[config.mk]
export PLATFORM = sky130hd
export DESIGN_NAME = source_tokenizer
export DESIGN_NICKNAME = d
export VERILOG_FILES = /design/src/hw/rtl/stok_pkg.sv /design/src/hw/rtl/source_tokenizer.sv /design/src/hw/rtl/stok_kwmatch.sv
export SDC_FILE = /design/constraint.sdc
export NUM_CORES = 1
export LEC_CHECK = 0
export BUFFER_PORTS_ARGS = -buffer_cell sky130_fd_sc_hd__buf_4
export CORE_MARGIN = 2
export CORE_UTILIZATION = 29
export DETAILED_ROUTE_END_ITERATION = 8
export PLACE_DENSITY = 0.49
export SYNTH_ARGS = -nofsm -noshare
export SYNTH_HDL_FRONTEND = slang
export SYNTH_SLANG_ARGS = --single-unit
[constraint.sdc]
create_clock -name clk -period 8.9 [get_ports clk]
set_clock_uncertainty 0.15 [all_clocks]
set_input_delay 0.89 -clock clk [delete_from_list [all_inputs] [get_ports clk]]
set_output_delay 0.89 -clock clk [all_outputs]
set_load 0.02 [all_outputs]
[src/hw/rtl/stok_pkg.sv]
package stok_pkg;

  localparam int MAX_LEXEME    = 32;
  localparam int CNT_W         = $clog2(MAX_LEXEME + 1);
  localparam int KEYWORD_COUNT = 28;
  localparam int KW_W          = $clog2(KEYWORD_COUNT);
  localparam int KW_MAXLEN     = 9;
  localparam int CAT_W         = 6;
  localparam int LINE_W        = 16;

  localparam logic [CAT_W-1:0] CAT_IDENT  = 6'd0;
  localparam logic [CAT_W-1:0] CAT_INT    = 6'd1;
  localparam logic [CAT_W-1:0] CAT_CHAR   = 6'd2;
  localparam logic [CAT_W-1:0] CAT_STRING = 6'd3;
  localparam logic [CAT_W-1:0] CAT_KW0    = 6'd4;
  localparam logic [CAT_W-1:0] CAT_SEMI   = 6'd32;
  localparam logic [CAT_W-1:0] CAT_COMMA  = 6'd33;
  localparam logic [CAT_W-1:0] CAT_PLUS   = 6'd34;
  localparam logic [CAT_W-1:0] CAT_MINUS  = 6'd35;
  localparam logic [CAT_W-1:0] CAT_STAR   = 6'd36;
  localparam logic [CAT_W-1:0] CAT_SLASH  = 6'd37;
  localparam logic [CAT_W-1:0] CAT_CARET  = 6'd38;
  localparam logic [CAT_W-1:0] CAT_VEE    = 6'd39;
  localparam logic [CAT_W-1:0] CAT_TILDE  = 6'd40;
  localparam logic [CAT_W-1:0] CAT_LPAREN = 6'd41;
  localparam logic [CAT_W-1:0] CAT_RPAREN = 6'd42;
  localparam logic [CAT_W-1:0] CAT_LBRACK = 6'd43;
  localparam logic [CAT_W-1:0] CAT_RBRACK = 6'd44;
  localparam logic [CAT_W-1:0] CAT_ASSIGN = 6'd45;
  localparam logic [CAT_W-1:0] CAT_COLON  = 6'd46;
  localparam logic [CAT_W-1:0] CAT_RANGE  = 6'd47;
  localparam logic [CAT_W-1:0] CAT_ARROW  = 6'd48;
  localparam logic [CAT_W-1:0] CAT_EQ     = 6'd49;
  localparam logic [CAT_W-1:0] CAT_LE     = 6'd50;
  localparam logic [CAT_W-1:0] CAT_NE     = 6'd51;
  localparam logic [CAT_W-1:0] CAT_LT     = 6'd52;
  localparam logic [CAT_W-1:0] CAT_GE     = 6'd53;
  localparam logic [CAT_W-1:0] CAT_GT     = 6'd54;
  localparam logic [CAT_W-1:0] CAT_END    = 6'd55;
  localparam logic [CAT_W-1:0] CAT_ERROR  = 6'd56;

  localparam logic [8*KW_MAXLEN-1:0] KW_TEXT [KEYWORD_COUNT] = '{
    "bool", "char", "int", "if", "else", "while", "loop", "until",
    "for", "to", "step", "do", "match", "when", "otherwise",
    "start", "end", "globals", "locals", "fn", "proc", "ret",
    "print", "scan", "true", "false", "module", "main"
  };
  localparam int KW_LEN [KEYWORD_COUNT] = '{
    4, 4, 3, 2, 4, 5, 4, 5, 3, 2, 4, 2, 5, 4, 9,
    5, 3, 7, 6, 2, 4, 3, 5, 4, 4, 5, 6, 4
  };

  typedef enum logic [12:0] {
    SC_START     = 13'b0000000000001,
    SC_IDENT     = 13'b0000000000010,
    SC_NUMBER    = 13'b0000000000100,
    SC_STRING    = 13'b0000000001000,
    SC_COLON     = 13'b0000000010000,
    SC_DOT       = 13'b0000000100000,
    SC_EQUAL     = 13'b0000001000000,
    SC_LESS      = 13'b0000010000000,
    SC_GREATER   = 13'b0000100000000,
    SC_AT        = 13'b0001000000000,
    SC_LINE_CMT  = 13'b0010000000000,
    SC_BLOCK     = 13'b0100000000000,
    SC_BLOCK_BRC = 13'b1000000000000
  } scan_t;

  typedef struct packed {
    logic [CAT_W-1:0]  cat;
    logic [LINE_W-1:0] line;
    logic [CNT_W-1:0]  len;
    logic [7:0]        ch;
  } tok_t;

  typedef struct packed {
    logic             clear;
    logic             push;
    logic [CNT_W-1:0] pos;
    logic [7:0]       ch;
    logic [CNT_W-1:0] len;
  } kw_ctl_t;

  function automatic logic [7:0] kw_char(int k, logic [CNT_W-1:0] p);
    logic [8*KW_MAXLEN-1:0] t;
    int l;
    t = KW_TEXT[k];
    l = KW_LEN[k];
    if (int'(p) < l) kw_char = t[8*(l-1-int'(p)) +: 8];
    else kw_char = 8'd0;
  endfunction

  function automatic logic is_space(logic [7:0] c);
    return (c == 8'd32) || (c >= 8'd9 && c <= 8'd13);
  endfunction

  function automatic logic is_digit(logic [7:0] c);
    return c >= "0" && c <= "9";
  endfunction

  function automatic logic is_alpha(logic [7:0] c);
    return (c >= "a" && c <= "z") || (c >= "A" && c <= "Z");
  endfunction

  function automatic logic [CAT_W-1:0] single_symbol(logic [7:0] c);
    logic [CAT_W-1:0] r;
    unique case (c)
      ";":     r = CAT_SEMI;
      ",":     r = CAT_COMMA;
      "+":     r = CAT_PLUS;
      "-":     r = CAT_MINUS;
      "*":     r = CAT_STAR;
      "/":     r = CAT_SLASH;
      "^":     r = CAT_CARET;
      "v":     r = CAT_VEE;
      "~":     r = CAT_TILDE;
      "(":     r = CAT_LPAREN;
      ")":     r = CAT_RPAREN;
      "[":     r = CAT_LBRACK;
      "]":     r = CAT_RBRACK;
      default: r = CAT_ERROR;
    endcase
    return r;
  endfunction

endpackage

[src/hw/rtl/source_tokenizer.sv]
// Source tokenizer: takes one source byte per input transaction (or an
// end-of-input mark) and returns zero, one or two token transactions, the
// last of which carries out_last_of_run. An input is first accepted and
// then evaluated; each of its tokens is then offered in turn and held while
// the output side is not ready. The sequencer is busy until all tokens of
// the input have been taken. Keyword recognition is done incrementally as
// identifier characters arrive, so identifier ends cost nothing extra.
module source_tokenizer (
  input  logic                          clk,
  input  logic                          rst_n,
  input  logic                          in_valid,
  output logic                          in_ready,
  input  logic [7:0]                    in_char_code,
  input  logic                          in_end_of_input,
  output logic                          out_valid,
  input  logic                          out_ready,
  output logic [stok_pkg::CAT_W-1:0]    out_category,
  output logic [stok_pkg::LINE_W-1:0]   out_line_number,
  output logic [stok_pkg::CNT_W-1:0]    out_lexeme_length,
  output logic [7:0]                    out_token_char,
  output logic                          out_last_of_run
);
  import stok_pkg::*;

  // Sequencer: wait for a byte, evaluate it, then present its tokens.
  typedef enum logic [3:0] {
    SQ_IDLE = 4'b0001,
    SQ_EVAL = 4'b0010,
    SQ_OUT0 = 4'b0100,
    SQ_OUT1 = 4'b1000
  } seq_t;

  seq_t              seq_r, seq_nxt;
  scan_t             scan_r, scan_nxt;
  logic [CNT_W-1:0]  cnt_r, cnt_nxt;
  logic              ovf_r, ovf_nxt;
  logic [LINE_W-1:0] line_r, line_nxt, sline_r, sline_nxt;
  logic [7:0]        first_r, first_nxt;
  logic [7:0]        ch_r;
  logic              eoi_r;
  tok_t              t0_r, t1_r;
  logic              two_r;

  tok_t              a_tok, b_tok;
  logic              a_vld, b_vld, again, push;
  logic [CNT_W-1:0]  pos;
  logic              kw_clear, kw_hit;
  logic [KW_W-1:0]   kw_idx;
  kw_ctl_t           kw_ctl;
  logic [CAT_W-1:0]  kw_cat;
  logic [7:0]        fch, c;
  logic [LINE_W-1:0] line_inc;

  stok_kwmatch u_kw (
    .clk   (clk),
    .rst_n (rst_n),
    .ctl   (kw_ctl),
    .hit   (kw_hit),
    .idx   (kw_idx)
  );

  assign c        = ch_r;
  assign fch      = (cnt_r != '0) ? first_r : 8'd0;
  assign kw_cat   = (!ovf_r && kw_hit) ? (CAT_KW0 + CAT_W'(kw_idx)) : CAT_IDENT;
  assign line_inc = (line_r != {LINE_W{1'b1}}) ? line_r + 1'b1 : line_r;

  // Evaluation of one byte: phase A finishes the pending token, phase B
  // starts a new one when the byte has to be scanned again.
  always_comb begin
    scan_nxt  = scan_r;
    cnt_nxt   = cnt_r;
    ovf_nxt   = ovf_r;
    line_nxt  = line_r;
    sline_nxt = sline_r;
    first_nxt = first_r;
    a_vld     = 1'b0;
    b_vld     = 1'b0;
    a_tok     = '0;
    b_tok     = '0;
    again     = 1'b0;
    push      = 1'b0;
    pos       = cnt_r;
    kw_clear  = 1'b0;

    if (eoi_r) begin
      a_vld = 1'b1;
      unique case (scan_r)
        SC_IDENT:   a_tok = '{kw_cat, sline_r, cnt_r, fch};
        SC_NUMBER:  a_tok = '{CAT_INT, sline_r, cnt_r, fch};
        SC_COLON:   a_tok = '{CAT_COLON, sline_r, CNT_W'(1), ":"};
        SC_EQUAL:   a_tok = '{CAT_EQ, sline_r, CNT_W'(1), "="};
        SC_LESS:    a_tok = '{CAT_LT, sline_r, CNT_W'(1), "<"};
        SC_GREATER: a_tok = '{CAT_GT, sline_r, CNT_W'(1), ">"};
        SC_STRING, SC_DOT, SC_BLOCK, SC_BLOCK_BRC:
                    a_tok = '{CAT_ERROR, sline_r, CNT_W'(1), 8'd0};
        default:    a_vld = 1'b0;
      endcase
      b_vld    = 1'b1;
      b_tok    = '{CAT_END, line_r, CNT_W'(0), 8'd0};
      scan_nxt = SC_START;
    end else begin
      unique case (scan_r)
        SC_IDENT: begin
          if (is_alpha(c) || is_digit(c) || c == "_") push = 1'b1;
          else begin
            a_vld = 1'b1; a_tok = '{kw_cat, sline_r, cnt_r, fch}; again = 1'b1;
          end
        end
        SC_NUMBER: begin
          if (is_digit(c)) push = 1'b1;
          else begin
            a_vld = 1'b1; a_tok = '{CAT_INT, sline_r, cnt_r, fch}; again = 1'b1;
          end
        end
        SC_STRING: begin
          if (c == "'") begin
            a_vld = 1'b1;
            a_tok = '{(cnt_r == CNT_W'(1) && !ovf_r) ? CAT_CHAR : CAT_STRING,
                      sline_r, cnt_r, fch};
            scan_nxt = SC_START;
          end else if (c == 8'd10) begin
            a_vld = 1'b1; a_tok = '{CAT_ERROR, sline_r, CNT_W'(1), c};
            scan_nxt = SC_START;
          end else push = 1'b1;
        end
        SC_COLON: begin
          a_vld = 1'b1;
          if (c == "=") begin
            a_tok = '{CAT_ASSIGN, sline_r, CNT_W'(2), ":"}; scan_nxt = SC_START;
          end else begin
            a_tok = '{CAT_COLON, sline_r, CNT_W'(1), ":"}; again = 1'b1;
          end
        end
        SC_DOT: begin
          a_vld = 1'b1;
          if (c == ".") begin
            a_tok = '{CAT_RANGE, sline_r, CNT_W'(2), "."}; scan_nxt = SC_START;
          end else begin
            a_tok = '{CAT_ERROR, sline_r, CNT_W'(1), c}; again = 1'b1;
          end
        end
        SC_EQUAL: begin
          a_vld = 1'b1;
          if (c == ">") begin
            a_tok = '{CAT_ARROW, sline_r, CNT_W'(2), "="}; scan_nxt = SC_START;
          end else begin
            a_tok = '{CAT_EQ, sline_r, CNT_W'(1), "="}; again = 1'b1;
          end
        end
        SC_LESS: begin
          a_vld = 1'b1;
          if (c == "=") begin
            a_tok = '{CAT_LE, sline_r, CNT_W'(2), "<"}; scan_nxt = SC_START;
          end else if (c == ">") begin
            a_tok = '{CAT_NE, sline_r, CNT_W'(2), "<"}; scan_nxt = SC_START;
          end else begin
            a_tok = '{CAT_LT, sline_r, CNT_W'(1), "<"}; again = 1'b1;
          end
        end
        SC_GREATER: begin
          a_vld = 1'b1;
          if (c == "=") begin
            a_tok = '{CAT_GE, sline_r, CNT_W'(2), ">"}; scan_nxt = SC_START;
          end else begin
            a_tok = '{CAT_GT, sline_r, CNT_W'(1), ">"}; again = 1'b1;
          end
        end
        SC_AT, SC_LINE_CMT: begin
          if (scan_r == SC_AT && c == "{") scan_nxt = SC_BLOCK;
          else if (c == 8'd10) begin
            line_nxt = line_inc; scan_nxt = SC_START;
          end else scan_nxt = SC_LINE_CMT;
        end
        SC_BLOCK, SC_BLOCK_BRC: begin
          if (scan_r == SC_BLOCK_BRC && c == "@") scan_nxt = SC_START;
          else begin
            if (c == 8'd10) line_nxt = line_inc;
            scan_nxt = (c == "}") ? SC_BLOCK_BRC : SC_BLOCK;
          end
        end
        default: again = 1'b1;
      endcase

      // Start of a new token from the start state.
      if (again) begin
        scan_nxt = SC_START;
        if (is_space(c)) begin
          if (c == 8'd10) line_nxt = line_inc;
        end else begin
          sline_nxt = line_r;
          cnt_nxt   = '0;
          ovf_nxt   = 1'b0;
          kw_clear  = 1'b1;
          pos       = '0;
          priority if (c == "@") scan_nxt = SC_AT;
          else if (is_alpha(c) || c == "_") begin
            push = 1'b1; scan_nxt = SC_IDENT;
          end else if (is_digit(c)) begin
            push = 1'b1; scan_nxt = SC_NUMBER;
          end
          else if (c == "'") scan_nxt = SC_STRING;
          else if (c == ":") scan_nxt = SC_COLON;
          else if (c == ".") scan_nxt = SC_DOT;
          else if (c == "=") scan_nxt = SC_EQUAL;
          else if (c == "<") scan_nxt = SC_LESS;
          else if (c == ">") scan_nxt = SC_GREATER;
          else begin
            b_vld = 1'b1; b_tok = '{single_symbol(c), line_r, CNT_W'(1), c};
          end
        end
      end

      // Only the first character of a lexeme is ever reported, so the
      // lexeme text is kept as its first character and its length.
      if (push) begin
        if (int'(pos) < MAX_LEXEME) begin
          if (pos == '0) first_nxt = c;
          cnt_nxt = pos + 1'b1;
        end else ovf_nxt = 1'b1;
      end
    end
  end

  assign kw_ctl = '{clear: kw_clear && seq_r == SQ_EVAL,
                    push:  push && seq_r == SQ_EVAL,
                    pos:   pos, ch: c, len: cnt_r};

  always_comb begin
    seq_nxt = seq_r;
    unique case (seq_r)
      SQ_IDLE: if (in_valid) seq_nxt = SQ_EVAL;
      SQ_EVAL: seq_nxt = (a_vld || b_vld) ? SQ_OUT0 : SQ_IDLE;
      SQ_OUT0: if (out_ready) seq_nxt = two_r ? SQ_OUT1 : SQ_IDLE;
      SQ_OUT1: if (out_ready) seq_nxt = SQ_IDLE;
      default: seq_nxt = SQ_IDLE;
    endcase
  end

  always_ff @(posedge clk) begin
    if (!rst_n) begin
      seq_r   <= SQ_IDLE;
      scan_r  <= SC_START;
      cnt_r   <= '0;
      ovf_r   <= 1'b0;
      line_r  <= LINE_W'(1);
      sline_r <= LINE_W'(1);
      two_r   <= 1'b0;
    end else begin
      seq_r <= seq_nxt;
      if (seq_r == SQ_EVAL) begin
        scan_r  <= scan_nxt;
        cnt_r   <= cnt_nxt;
        ovf_r   <= ovf_nxt;
        line_r  <= line_nxt;
        sline_r <= sline_nxt;
        two_r   <= a_vld && b_vld;
      end
    end
  end

  always_ff @(posedge clk) begin
    if (seq_r == SQ_IDLE && in_valid) begin
      ch_r  <= in_char_code;
      eoi_r <= in_end_of_input;
    end
    if (seq_r == SQ_EVAL) begin
      first_r <= first_nxt;
      t0_r    <= a_vld ? a_tok : b_tok;
      t1_r    <= b_tok;
    end
  end

  assign in_ready          = (seq_r == SQ_IDLE);
  assign out_valid         = (seq_r == SQ_OUT0) || (seq_r == SQ_OUT1);
  assign out_category      = (seq_r == SQ_OUT1) ? t1_r.cat  : t0_r.cat;
  assign out_line_number   = (seq_r == SQ_OUT1) ? t1_r.line : t0_r.line;
  assign out_lexeme_length = (seq_r == SQ_OUT1) ? t1_r.len  : t0_r.len;
  assign out_token_char    = (seq_r == SQ_OUT1) ? t1_r.ch   : t0_r.ch;
  assign out_last_of_run   = (seq_r == SQ_OUT1) || !two_r;

  // The block never offers a token while it can take a new byte.
  a_no_overlap: assert property (@(posedge clk) disable iff (!rst_n)
    !(in_ready && out_valid)) else $error("token offered while idle");

  // After the last token of a run the block is ready again.
  a_run_done: assert property (@(posedge clk) disable iff (!rst_n)
    (out_valid && out_ready && out_last_of_run) |=> in_ready)
    else $error("not ready after last token");

  // The lexeme length never exceeds the buffer size.
  a_cnt_bound: assert property (@(posedge clk) disable iff (!rst_n)
    int'(cnt_r) <= MAX_LEXEME) else $error("lexeme count out of range");

  // The line counter never wraps to zero.
  a_line_nz: assert property (@(posedge clk) disable iff (!rst_n)
    line_r != '0) else $error("line counter wrapped");

endmodule

[src/hw/rtl/stok_kwmatch.sv]
module stok_kwmatch (
  input  logic                        clk,
  input  logic                        rst_n,
  input  stok_pkg::kw_ctl_t           ctl,
  output logic                        hit,
  output logic [stok_pkg::KW_W-1:0]   idx
);
  import stok_pkg::*;

  // One bit per keyword: still a prefix match of the word so far.
  logic [KEYWORD_COUNT-1:0] mask_r, mask_nxt, hit_v;

  always_comb begin
    logic b;
    idx = '0;
    for (int k = 0; k < KEYWORD_COUNT; k++) begin
      b = ctl.clear ? 1'b1 : mask_r[k];
      if (ctl.push) begin
        b = b && (int'(ctl.pos) < KW_LEN[k]) && (kw_char(k, ctl.pos) == ctl.ch);
      end
      mask_nxt[k] = b;
      hit_v[k] = mask_r[k] && (ctl.len == CNT_W'(KW_LEN[k]));
      if (hit_v[k]) idx = idx | KW_W'(k);
    end
    hit = |hit_v;
  end

  always_ff @(posedge clk) begin
    if (!rst_n) begin
      mask_r <= '0;
    end else begin
      mask_r <= mask_nxt;
    end
  end

endmodule

==> impl_metrics.toml, run 1 <==
[synth]
ys_seq_area_share_pct = 34.42
synth-warning-count = 0
ys.flop_type = "dfxtp_1"
synth.distinct_cells = 105
synth_top_area_cell = "edfxtp_1"
synth_common_cells = "175 x nand2_1, 162 x nor2_1, 100 x a21oi_1, 100 x o21ai_0"
synth_edf_count = 84
synth-seq-cells = 169
synth-async-reset-ratio_pct = 0
synth.top_cell.area_share_pct = 20.56
synth_nets = 1554
postSynthCellCount = 1536
syn_area_um2 = 12270
yosysMostFrequentCell = "nand2_1"
synth.avg_cell_area_um2 = 7.989
synth_area_leaders = "edfxtp_1 21%, dfxtp_1 14%, nand2_1 5.4%, nor2_1 5.0%, a21oi_1 4.1%"

[sta]
max_freq_ghz = 0.1539
hold_violations = 0
setup-tns-final_ns = 0
period_needed_ns = 6.496
rsz0062_at_grt = "no"
whs_ns = 0.3064
final.setup.worst_slack_ns = 2.404
final_max_slew_viol_count = 0
period_share_pct = 72.99
worst_slew_pin_slew_ns = 1.203
setup-violations-final = 0
maxSlewHeadroom_pct = 17.74

[place]
numPortBuffers = 51
post-place-ws_ns = 2.639
dpl_cell_area_um2 = 13060
gp_congestion = 0.9605
dp_hpwl_um = 33840

[die]
pin_count = 52
die-area_um2 = 43970
die_y_um = 209.7
die_x_um = 209.7
start_util_pct = 29.32
std_cell_rows = 75
core-area_um2 = 41850

[cts]
numCtsBuffers = 17
clock_latency_ns = 0.46
cts-htree-levels = 4
post_cts_buffers = 0
cts-root-buf = "clkbuf_16"
clockBufferDepth = 2
tritoncts = "done"
clkTransAtPathRegs_ns = 0.09
clock_sinks = 169
ctsResizeCount = 0
holdBufCountCts = 0

[cells_and_area]
final_area_um2 = 13620
syn2layout_area_growth_pct = 10.98
drive_gt1_share_pct = 12.79
seq_area_um2 = 4224
insertedDiodeCount = 0
nFillCells = 4447
multi_input_area_um2 = 7452
nNetsFinal = 1530

[power]
leakage_uw = 0.004747
p_switching_uw = 579.9
clockPowerShare_pct = 40.2
combPwrFrac_pct = 14.0
p_int_uw = 1283
powerDensity_nw_per_um2 = 136.8
ir_worst_vdd_v = 0.00009351
total_power_uw = 1862
seq_power_share_pct = 45.8
swShare_pct = 31.14

[detailed_routing]
initialDrtViolationCount = 1461
first_pass_iters = 6
wl_um = 47810
routed-via-count = 12080
ant_nets = 0
routed_via_density = 5.851
drt_drc_violations_left = 0
wl_per_cell_um = 23.16

[global_route]
grt_max_degree = 69
grt_pass1_vias = 11270
antenna_found_initial = 1
grt_remaining_overflow = 0
grt_pass1_wl_um = 72860
track_usage_pct = 21.74

[setup_path]
critPathMaxFanout = 22
endpoint_kind = "flip-flop"
worst_ep_arrival_time_ns = 6.72
rr_worst_depth = 16
path_class = "flip-flop to flip-flop"
crit_required_ns = 9.12
start_kind = "flip-flop"

[outcome]
status = "finished clean"

[worst_hold_path]
worstHoldPathCells = 2
hp-class = "flip-flop to flip-flop"

[run]
maxCapViolations = 0
## logic make-up (layout without fill, tap and decap cells)
kind of cell,count (synthesis),after routing,synth area share (%)
AO/OA/AOI/OAI,415,415,22.77
XOR/XNOR,62,62,4.425
adder cells (fa/ha/maj),5,5,0.5098
buffers and inverters,152,141,5.088
flip-flops,169,169,34.42
multiplexers,53,53,4.894
AND/OR/NAND/NOR,680,680,27.89
## layout by cell type, fill, tap and decap left out, drive strengths merged, types with 36 or more instances in the layout
cell type / count
nand2: 177
nor2: 165
o21ai: 107
a21oi: 101
dfxtp: 85
edfxtp: 84
buf: 79
nand3: 72
nor3: 49
xnor2: 41
mux2: 36
## power by group through the flow
stage	logic (µW)	clock network [µW]	registers (µW)
4_1_cts	257	762	853
6_report	261	748	854
3_5_place_dp	256	0	871
3_3_place_gp	257	0	870
2_1_floorplan	181	0	858
5_1_grt	280	791	855
## flip-flops by register name, summed over array words and instances, names as in the netlist, 4 cells and up
signal,flops
first_r,8
line_r,16
c,8
t1_r,31
sline_r,16
seq_r,4
cnt_r,6
t0_r,36
u_kw.mask_r,28
scan_r,13
## area by class of cell
cell class / instances / area share [%]
multi-input combinational: 1215 / 54.72
sequential: 169 / 31.02
tap: 539 / 4.952
timing repair buffer: 79 / 4.355
clock buffer: 18 / 3.151
clock inverter: 14 / 0.9739
inverter: 30 / 0.8269
## critical path, cell delays in order, from the launching register on
cell and delay (ns):
dfxtp_1 0.39, nor4_2 0.84, and3_1 0.37, a21boi_1 0.34, o311a_1 0.61, a21boi_4 0.12
nor2_2 0.29, inv_1 0.22, ha_1 0.85, inv_1 0.54, nand2_1 0.24, nand3_1 0.09
a21oi_1 0.37, mux2_2 0.40, nor3_1 0.25, a31oi_1 0.12, nor3_1 0.19
## metal layers
| layer | vias to the layer above | global-route usage [%] | wire [µm] |
|---|---|---|---|
| met5 | - | 0 | 13 |
| li1 | 5619 | - | - |
| met3 | 101 | 4.324 | 3468 |
| met2 | 521 | 33.99 | 21550 |
| met4 | 2 | 8.804 | 1702 |
| met1 | 5834 | 29.38 | 21070 |
## path summary, 6_finish.rpt
check | startpoint | slack (ns) | end
worst min-delay path | sline_r[2]$_SDFFE_PN0P_ | 0.31 | sline_r[2]$_SDFFE_PN0P_
worst max-delay path | scan_r[0]$_SDFFE_PN1P_ | 2.40 | u_kw.mask_r[2]$_SDFF_PN0_
worst min register to register | sline_r[2]$_SDFFE_PN0P_ | 0.31 | sline_r[2]$_SDFFE_PN0P_
worst max register to register | scan_r[0]$_SDFFE_PN1P_ | 2.40 | u_kw.mask_r[2]$_SDFF_PN0_
## stage by stage
stage | utilization, % | std cells
final | 32.54 | 2064
after global placement | 31.20 | 2032
after floorplan | - | 1536
after global routing | 32.54 | 2064
after CTS | 32.54 | 2064
after detailed placement | 31.20 | 2032
(Power assumes the default switching activity.)
==> run 2: changes to the inputs <==
Clock period 8.9 ns to 6.6 ns, I/O delays scaled along.
==> impl_metrics.toml, run 2 (synthesis results as in run 1) <==
[cts]
holdBufCountCts = 0
clockBufferDepth = 2
numCtsBuffers = 17
cts-htree-levels = 4
cts-root-buf = "clkbuf_16"
post_cts_buffers = 0
ctsResizeCount = 0
clock_latency_ns = 0.47
clock_sinks = 169
clkTransAtPathRegs_ns = 0.08
tritoncts = "done"

[global_route]
antenna_found_initial = 0
track_usage_pct = 22.25
grt_max_degree = 68
grt_pass1_vias = 11680
grt_pass1_wl_um = 74950
grt_remaining_overflow = 0

[cells_and_area]
nNetsFinal = 1548
postLayoutCoreUtil_pct = 32.87
final_common_cell = "nand2_1"
drive_gt1_share_pct = 13.80
top_register = "t0_r"
largest_reg_flops = 36
syn2layout_area_growth_pct = 12.10
mostFrequentLayoutCells = "175 x nand2_1, 162 x nor2_1, 100 x o21ai_0, 100 x a21oi_1, 97 x buf_4"
reg.largest.list = "t0_r: 36 flops, t1_r: 31 flops, u_kw.mask_r: 28 flops"
insertedDiodeCount = 0

[power]
clockPowerShare_pct = 39.6
ir_worst_vdd_v = 0.0001110
p_int_uw = 1737
p_switching_uw = 778.7
powerDensity_nw_per_um2 = 182.9
combPwrFrac_pct = 14.6
leakage_uw = 0.004829
swShare_pct = 30.95
seq_power_share_pct = 45.8

[die]
die_y_um = 209.7
die-area_um2 = 43970
die_x_um = 209.7
start_util_pct = 29.32
pin_count = 52
std_cell_rows = 75
core-area_um2 = 41850

[sta]
maxSlewHeadroom_pct = 33.54
setup-violations-final = 0
final_max_slew_viol_count = 0
hold_violations = 0
setup-tns-final_ns = 0
rsz0062_at_grt = "no"
period_share_pct = 87.29
max_freq_ghz = 0.1736
worst_slew_pin_slew_ns = 0.9717
period_needed_ns = 5.761

[detailed_routing]
routed_via_density = 5.900
drt_drc_violations_left = 0
first_pass_iters = 6
ant_nets = 0
routed-via-count = 12280
initialDrtViolationCount = 1244
wl_um = 48980
wl_per_cell_um = 23.53

[setup_path]
crit_required_ns = 6.82
start_kind = "flip-flop"
endpoint_kind = "flip-flop"
path_class = "flip-flop to flip-flop"
worst_ep_arrival_time_ns = 5.98
critPathMaxFanout = 17

[run]
maxCapViolations = 0

[place]
numPortBuffers = 51
dp_hpwl_um = 35570
gp_congestion = 0.9969

[outcome]
status = "finished clean"

[worst_hold_path]
hp-class = "primary input to flip-flop"
[run 2: power groups by stage]
stage / logic, µW / clock network [µW] / registers (µW)
after floorplan: 244 / 0 / 1160
after global placement: 361 / 0 / 1170
after detailed placement: 360 / 0 / 1170
after CTS: 361 / 1020 / 1150
after global routing: 394 / 1060 / 1150
final: 368 / 996 / 1150
[run 2: critical path: stages, from the launching register on]
cell and delay, ns:
edfxtp_1 0.67, nor3_1 0.37, a21boi_0 0.25, a2111o_1 0.49, o311a_1 0.30, a21boi_4 0.24, nor2_2 0.05, inv_1 0.19
ha_1 0.40, inv_1 0.29, o21ai_0 0.29, nand2_1 0.11, a21oi_1 0.21, inv_1 0.15, o311ai_4 0.44, a32oi_2 0.20
xnor2_1 0.15, or4_1 0.52, o32ai_2 0.20
[run 2: per-layer routing]
metal | global-route usage, % | vias to the layer above | routed length [µm]
li1 | - | 5654 | -
met1 | 30.17 | 5950 | 21680
met2 | 35.78 | 576 | 22530
met3 | 3.352 | 103 | 3214
met4 | 8.364 | 0 | 1561
met5 | 0 | - | 0
[run 2: worst paths after layout]
kind / slack, ns / depth (start not counted) / startpoint / endpoint
worst max-delay path: 0.84 / 18 / c[4]$_DFFE_PP_ / u_kw.mask_r[12]$_SDFF_PN0_
worst min-delay path: 0.24 / 1 / in_char_code[3] / c[3]$_DFFE_PP_
worst max register to register: 0.84 / 18 / c[4]$_DFFE_PP_ / u_kw.mask_r[12]$_SDFF_PN0_
worst min register to register: 0.31 / 2 / sline_r[2]$_SDFFE_PN0P_ / sline_r[2]$_SDFFE_PN0P_
[run 2: layout make-up]
cell class                 instances  area, µm²
sequential                       169       4224
multi-input combinational       1215       7452
tap                              539      674.4
clock inverter                    14      135.1
timing repair buffer              97      728.2
clock buffer                      18      429.2
fill                            4421      28100
inverter                          30      112.6
[run 2: through the flow]
| stage | setup WS (ns) | instance area (µm²) | power, µW | hold slack [ns] | cells |
|---|---|---|---|---|---|
| floorplan | 1.736 | 12270 | 1401 | 0.2706 | 1536 |
| global placement | 1.103 | 13190 | 1535 | 0.2921 | 2050 |
| detailed placement | 0.9419 | 13190 | 1534 | 0.2965 | 2050 |
| CTS | 0.9344 | 13760 | 2530 | 0.2149 | 2082 |
| global route | 0.3662 | 13760 | 2603 | 0.2223 | 2082 |
| finish | 0.8389 | 13760 | 2516 | 0.2362 | 2082 |
==> run 3: changes to the inputs <==
Settings changed: ABC_AREA set to 1.
==> impl_metrics.toml, run 3 <==
[cts]
clock_sinks = 169
post_cts_buffers = 0
clock_latency_ns = 0.47
holdBufCountCts = 0
cts-root-buf = "clkbuf_16"
clockBufferDepth = 2
ctsResizeCount = 0
cts-htree-levels = 4
clkTransAtPathRegs_ns = 0.07
tritoncts = "done"
numCtsBuffers = 17

[sta]
final.setup.worst_slack_ns = 1.463
hold_violations = 0
period_needed_ns = 5.137
period_share_pct = 77.83
setup-tns-final_ns = 0
rsz0062_at_grt = "no"
worst_slew_pin_slew_ns = 1.071
max_freq_ghz = 0.1947
maxSlewHeadroom_pct = 28.13
final_max_slew_viol_count = 0
setup-violations-final = 0

[detailed_routing]
routed_via_density = 5.194
first_pass_iters = 8
wl_per_cell_um = 18.52
initialDrtViolationCount = 983
ant_nets = 0
wl_um = 44210
drt_drc_violations_left = 0
routed-via-count = 12400

[place]
numPortBuffers = 51
placed_cells = 2355
dp_hpwl_um = 32730
post-place-ws_ns = 1.672
gp_congestion = 0.9338

[global_route]
grt_pass1_vias = 11910
grt_max_degree = 65
grt_remaining_overflow = 0
antenna_found_initial = 0
track_usage_pct = 20.23
grt_pass1_wl_um = 69230

[synth]
ys_seq_area_share_pct = 34.38
synth_top_area_cell = "edfxtp_1"
ys.flop_type = "dfxtp_1"
synth.avg_cell_area_um2 = 6.751
synth-async-reset-ratio_pct = 0
synth.distinct_cells = 68
synth.top_cell.area_share_pct = 20.53
synth-seq-cells = 169
yosysMostFrequentCell = "nand2_1"
syn_area_um2 = 12290
synth_edf_count = 84
synth-warning-count = 0
synth_common_cells = "471 x nand2_1, 190 x inv_1, 188 x nor2_1"
synth_area_leaders = "edfxtp_1 21%, nand2_1 14%, dfxtp_1 14%, inv_1 5.8%, nor2_1 5.7%"
synth_nets = 1838
postSynthCellCount = 1820

[die]
die-area_um2 = 44030
die_x_um = 209.8
start_util_pct = 29.36
pin_count = 52
core-area_um2 = 41850
die_y_um = 209.8
std_cell_rows = 75

[worst_hold_path]
hp-class = "primary input to flip-flop"

[cells_and_area]
mostFrequentLayoutCells = "471 x nand2_1, 190 x inv_1, 186 x nor2_1"
drive_gt1_share_pct = 11.04
insertedDiodeCount = 0
postLayoutCoreUtil_pct = 32.77
nNetsFinal = 1853
syn2layout_area_growth_pct = 11.63
nFillCells = 4631
reg.largest.list = "t0_r: 36 flops, t1_r: 31 flops, u_kw.mask_r: 28 flops"
final_common_cell = "nand2_1"
largest_reg_flops = 36
final-instance-count-excl-fill = 2387
top_register = "t0_r"

[power]
leakage_uw = 0.005949
powerDensity_nw_per_um2 = 191.2
total_power_uw = 2622
ir_worst_vdd_v = 0.0001309

[setup_path]
cpMaxStageDelayCell = "edfxtp_1"
start_kind = "flip-flop"
worst_ep_arrival_time_ns = 5.39
regToRegSetupSlack_ns = 1.46
crit_path_max_incr_delay_ns = 0.68
endpoint_kind = "flip-flop"
crit_required_ns = 6.85
cp-startpoint = "c[0]$_DFFE_PP_"
r2r-start = "c[0]$_DFFE_PP_"
critPathMaxFanout = 17
cp_common_cell = "nor2_1"
cp-endpoint = "u_kw.mask_r[14]$_SDFF_PN0_"
rr_endpoint = "u_kw.mask_r[14]$_SDFF_PN0_"
path_class = "flip-flop to flip-flop"
rr_worst_depth = 25

[run]
maxCapViolations = 0

[outcome]
status = "finished clean"
run 3: changes by cell type after synthesis, sizes merged, moves of 36 or more:
| cell | change |
|---|---|
| xnor2 | -39 |
| clkbuf | -36 |
| nand3 | +69 |
| inv | +187 |
| nand2 | +325 |
| nor2 | +48 |
run 3: worst max-delay path, delay by kind of cell, from the launching register on:
family	cells	cell delay [ns]
AND/OR/NAND/NOR	21	3.21
buffers and inverters	3	0.62
adder cells (fa/ha/maj)	1	0.40
flip-flops	1	0.68
run 3: worst min path at each step:
stage                                 start                       to  slack [ns]  depth (start not counted)
floorplan                    c[5]$_DFFE_PP_     first_r[5]$_DFFE_PP_        0.27                          0
global placement    sline_r[0]$_SDFFE_PN1P_  sline_r[0]$_SDFFE_PN1P_        0.32                          2
detailed placement  sline_r[0]$_SDFFE_PN1P_  sline_r[0]$_SDFFE_PN1P_        0.32                          2
CTS                         in_char_code[5]           c[5]$_DFFE_PP_        0.20                          1
global route                in_char_code[5]           c[5]$_DFFE_PP_        0.20                          1
finish                      in_char_code[5]           c[5]$_DFFE_PP_        0.22                          1
run 3: where the power goes:
group,total [µW],switching (µW),internal [µW]
clock,962,469,492
sequential,1190,38.7,1150
combinational,475,345,130
total,2620,853,1770
run 3: logic make-up (layout without fill, tap and decap cells):
group           after synthesis  count (layout)  share of synthesized area [%]
compound gates              336             336                          15.98
xor+xnor                     50              50                          3.564
fa+ha+maj                     5               5                         0.5092
buf+inv                     289             317                          9.348
flops                       169             169                          34.38
mux                           2               2                         0.1731
simple gates                969             969                          36.05
run 3: stage by stage:
stage          hold WS (ns)  instance area, µm²
2_1_floorplan        0.2706               12290
3_3_place_gp         0.3172               13170
3_5_place_dp         0.3217               13170
4_1_cts              0.2014               13720
5_1_grt              0.2042               13720
6_report             0.2230               13720
run 3: metal layers:
layer / up-vias / GRT usage, % / wire, µm
met5: - / 0 / 0
met4: 0 / 8.706 / 1414
met3: 79 / 2.903 / 2037
met2: 385 / 31.76 / 19710
met1: 5830 / 27.72 / 21050
li1: 6105 / - / -
run 3: cell type report:
type / count / area, µm² / area share, %
Timing Repair Buffer: 68 / 510.5 / 3.722
Sequential cell: 169 / 4224 / 30.80
Clock inverter: 13 / 112.6 / 0.8210
Multi-Input combinational cell: 1362 / 6940 / 50.60
Tap cell: 539 / 674.4 / 4.917
Inverter: 217 / 820.8 / 5.984
Clock buffer: 19 / 432.9 / 3.156
